[config.mk]
export PLATFORM = sky130hd
export DESIGN_NAME = icnp_tag_ram
export DESIGN_NICKNAME = d
export VERILOG_FILES = /design/src/hdl/icnp_tag_ram.sv
export SDC_FILE = /design/constraint.sdc
export NUM_CORES = 2
export LEC_CHECK = 0
export CORE_MARGIN = 3
export CORE_UTILIZATION = 38
export CTS_BUF_LIST = sky130_fd_sc_hd__clkbuf_4
export DETAILED_ROUTE_END_ITERATION = 10
export DONT_BUFFER_PORTS = 1
export PLACE_DENSITY = 0.52
export SYNTH_ARGS = -nofsm -noshare
export SYNTH_HDL_FRONTEND = slang
export SYNTH_SLANG_ARGS = --single-unit
[constraint.sdc]
create_clock -name clk -period 3.6 [get_ports clk]
set_clock_uncertainty 0.15 [all_clocks]
set_input_delay 0.72 -clock clk [delete_from_list [all_inputs] [get_ports clk]]
set_output_delay 0.72 -clock clk [all_outputs]
set_load 0.01 [all_outputs]
[src/hdl/icnp_tag_ram.sv]
`timescale 1ns / 1ps

module icnp_tag_ram #(
    parameter int ADDR_BITS = 6,
    parameter int DATA_BITS = 22
) (
    input  logic                 clk,
    input  logic                 wr_en,
    input  logic [ADDR_BITS-1:0] wr_addr,
    input  logic [DATA_BITS-1:0] wr_data,
    input  logic                 rd_en,
    input  logic [ADDR_BITS-1:0] rd_addr_a,
    input  logic [ADDR_BITS-1:0] rd_addr_b,
    output logic [DATA_BITS-1:0] rd_data_a,
    output logic [DATA_BITS-1:0] rd_data_b
);

    logic [DATA_BITS-1:0] mem [1 << ADDR_BITS];

    // one write port
    always_ff @(posedge clk)
    begin
        if (wr_en)
        begin
            mem[wr_addr] <= wr_data;
        end
    end

    // two registered read ports, old data on a same-edge write
    always_ff @(posedge clk)
    begin
        if (rd_en)
        begin
            rd_data_a <= mem[rd_addr_a];
            rd_data_b <= mem[rd_addr_b];
        end
    end

endmodule
==> results_dict.tcl <==
set metrics [dict create \
    worst_ep_arrival_time_ns 4.54 \
    syn_inst 3382 \
    netSwitchingPower_w 0.00866 \
    die-area_um2 181000 \
    first_global_vias 41952 \
    layout_worst_path_cycle_share 0.961 \
    crit_type "input pin to register" \
    yosysTopAreaCellShare 0.652 \
    violations "max-slew violations" \
    finalSetupViolCount 0 \
    placementRows 153 \
    hold_viol_final 0 \
    io_buffer_count 0 \
    critical_path_peak_fanout 315 \
    drc_errors 0 \
    path_cells "nand3b_1, dlygate4sd3_1, nor2_1, dlygate4sd3_1, nor4_1, dlygate4sd3_1, nand2_1, dlygate4sd3_1, nand2_1" \
    route.antenna.remaining_nets 0 \
    grt_max_degree 316 \
    run_status "complete, but fails checks" \
    slew_headroom -0.0762 \
    worst_hold_path_type "input pin to register" \
    clock_sink_total 1452 \
    globalRoute.totalOverflow 0 \
    p_leak_nw 24.1 \
    fin_tns_setup_ns 0 \
    grt_first_pass_wirelength_mm 337 \
    end_kind "register" \
    p_comb_frac 0.077 \
    postRouteWirelength_mm 244 \
    final_area_um2 76000 \
    layout-drive-gt1-share 0.392 \
    timing.critical_path.required_ns 4.68 \
    synthesis.area_per_instance_um2 19.8 \
    timing_worst_slew_pin_value_ns 1.61 \
    place_hpwl_mm 132 \
    cts.root.buffer_cell "sky130_fd_sc_hd__clkbuf_4" \
    vias_per_cell 6.29 \
    synthesis.area_um2 66900 \
    core_area_um2 174000 \
    num-nets-final 3825 \
    cap_viol_max_count 0 \
    synth_warnings 0 \
    tritoncts_clock_tree "built" \
    synth_sequential_area_ratio 0.652 \
    h_tree_level_count 5 \
    vias_after_detailed_routing 40194 \
    antenna_found_initial 20 \
    mappedNetlistNets 3425 \
    irDropWorstVdd_mv 0.259 \
    post_synth_most_frequent_cells "sky130_fd_sc_hd__edfxtp_1 (1452), sky130_fd_sc_hd__mux4_2 (652), sky130_fd_sc_hd__mux2i_1 (136)" \
    portion_of_total_power_attributed_to_sequential_cells 0.529 \
    async_reset_ff_frac 0 \
    finalWorstPathRequiredPeriod_ns 3.46 \
    clock_latency_ns 1.45 \
    pwr_cell_area_nw_per_um2 471 \
    final_slew_violations 56 \
    detail_route.iter0.violations 5239 \
    yosys.cell_count.top_type "sky130_fd_sc_hd__edfxtp_1" \
    ys_types 41 \
    globalplace.congestion 0.848 \
    synth_enable_flop_cells 1452 \
    slowest_delay_ns 0.62 \
    gr-usage-all-layers 0.270 \
    critPathTopFamily "buffers and inverters" \
    sw_frac_of_total 0.242 \
    area.growth.synth_to_final_pct 13.7 \
    route.detailed.wl_per_inst_um 38.2 \
    internal_power_w 0.0272 \
    number_of_cts_inserted_buffers 400 \
    ys.flop_type "sky130_fd_sc_hd__edfxtp_1" \
    clockPowerShare 0.394 \
    die-height_um 426 \
    synth_top_cells_by_area "sky130_fd_sc_hd__edfxtp_1 (65%), sky130_fd_sc_hd__mux4_2 (22%), sky130_fd_sc_hd__mux2i_1 (2.0%), sky130_fd_sc_hd__mux2_2 (1.7%), sky130_fd_sc_hd__a221oi_1 (0.73%)" \
    number_of_i_o_pins 87 \
    grt_setup_unrepaired "no" \
    placed_cell_area_um2 69700 \
    path_common_cell "sky130_fd_sc_hd__dlygate4sd3_1" \
    detailedRoute.firstPassIterationCount 5 \
    floorplan.initialDensity 0.384 \
    critical_path_buf_inv_count 4 \
    start_kind "input pin" \
    max_clock_freq_mhz 289 \
    worst_path_max_delay_cell "sky130_fd_sc_hd__dlygate4sd3_1" \
    yosys_register_bits 1452 \
    clkTransAtPathRegs_ns 0.07 \
    cts_max_path_buffers 4 \
    floorplan.die.width_um 426 \
    synth_top_cell_by_area "sky130_fd_sc_hd__edfxtp_1" \
]
## metal layers
metal / up-vias / global-route usage / share of wire
li1: 15694 / - / -
met1: 21653 / 0.344 / 0.37
met2: 2357 / 0.438 / 0.49
met3: 488 / 0.0518 / 0.084
met4: 2 / 0.142 / 0.057
met5: - / 0 / 0.000053
## flip-flops by register name, indices dropped and copies added (netlist names)
name,count
mem,1408
rd_data_b,22
rd_data_a,22
## cell type report
type	count	area (um^2)
diodes	20	50.0
clock buffers	548	4110
flip-flops and latches	1452	43600
multi-input cells	1662	21900
fillers	15083	98400
well taps	2325	2910
clock inverters	119	522
repair buffers	265	2910
inverters	1	3.75
## through the flow
stage	total power, W	instances	hold WS [ns]	util	setup slack [ns]
finish	0.0358	6392	0.0604	0.436	0.140
global route	0.0372	6391	-0.0298	0.436	0.115
CTS	0.0361	6369	0.00179	0.435	0.000516
detailed placement	0.0213	5595	0.673	0.399	0.265
global placement	0.0213	5595	0.674	0.399	0.199
floorplan	0.0210	3382	0.669	-	0.268
## cells in the final DEF (no fill, tap or decap), types with 5 or more instances in the layout
cell                            synthesis  routed
sky130_fd_sc_hd__nor2_4                 0       7
sky130_fd_sc_hd__clkinv_1               0      94
sky130_fd_sc_hd__o22ai_1               66      66
sky130_fd_sc_hd__mux2i_1              136     136
sky130_fd_sc_hd__mux4_2               652     652
sky130_fd_sc_hd__nand2b_1              24      24
sky130_fd_sc_hd__o31ai_1               18      18
sky130_fd_sc_hd__o211ai_1              26      26
sky130_fd_sc_hd__o21ai_0               35      35
sky130_fd_sc_hd__nor2_1                94      32
sky130_fd_sc_hd__a221oi_1              56      56
sky130_fd_sc_hd__a211oi_1              48      48
sky130_fd_sc_hd__a22o_1                 6       6
sky130_fd_sc_hd__buf_12                 0       9
sky130_fd_sc_hd__nor2b_1               47      46
sky130_fd_sc_hd__nand4_1               16      16
sky130_fd_sc_hd__nor2_2                 0      55
sky130_fd_sc_hd__a311oi_1              12      12
sky130_fd_sc_hd__nand3b_1               5       5
sky130_fd_sc_hd__dlygate4sd3_1          0      74
sky130_fd_sc_hd__diode_2                0      20
sky130_fd_sc_hd__nand2_1              120     120
sky130_fd_sc_hd__a21oi_1               29      29
sky130_fd_sc_hd__buf_16                 0      30
sky130_fd_sc_hd__inv_2                  0       6
sky130_fd_sc_hd__clkbuf_4               0     548
sky130_fd_sc_hd__nor3_1                42      40
sky130_fd_sc_hd__edfxtp_1            1452    1452
sky130_fd_sc_hd__a22oi_1               57      57
sky130_fd_sc_hd__mux2_2               100     100
sky130_fd_sc_hd__buf_4                 61     149
sky130_fd_sc_hd__clkinv_2               0      18
sky130_fd_sc_hd__nand3_1               40      40
## final timing paths
| kind | cells past startpoint | slack [ns] | start | end |
|---|---|---|---|---|
| max reg2reg | 8 | 0.22 | mem[15][9] | rd_data_b[9] |
| min | 3 | 0.06 | rd_addr_a[4] | rd_data_a[14] |
| max | 9 | 0.14 | rd_addr_a[2] | rd_data_a[18] |
| min reg2reg | 5 | 0.85 | mem[10][4] | rd_data_b[4] |
## power groups by stage
stage / Combinational [W] / Sequential [W] / Clock, W
global placement: 0.00200 / 0.0193 / 0
CTS: 0.00270 / 0.0190 / 0.0144
floorplan: 0.00179 / 0.0192 / 0
finish: 0.00276 / 0.0190 / 0.0141
detailed placement: 0.00200 / 0.0193 / 0
global route: 0.00282 / 0.0189 / 0.0154
## cell families after synthesis
| logic type | share of synthesized area |
|---|---|
| buffers and inverters | 0.0236 |
| AND/OR/NAND/NOR | 0.0290 |
| multiplexers | 0.257 |
| AO/OA/AOI/OAI | 0.0388 |
| flip-flops | 0.652 |
## what timing repair did
action / 4_1_cts / 5_1_grt
resized for setup: 0 / 4
endpoints found under the hold margin: 2020 / 2
hold buffers: 107 / 3
endpoints found under the setup margin: 0 / 1
buffers inserted: 0 / 0
## worst reg2reg max path: stages, from the launching register on
cell	delay [ns]
sky130_fd_sc_hd__edfxtp_1	0.38
sky130_fd_sc_hd__mux4_2	0.48
sky130_fd_sc_hd__nand2_1	0.07
sky130_fd_sc_hd__dlygate4sd3_1	0.55
sky130_fd_sc_hd__nand3_1	0.07
sky130_fd_sc_hd__dlygate4sd3_1	0.59
sky130_fd_sc_hd__o21ai_0	0.17
sky130_fd_sc_hd__o31ai_1	0.12
sky130_fd_sc_hd__dlygate4sd3_1	0.57
Power figures use the tool's default switching activity.
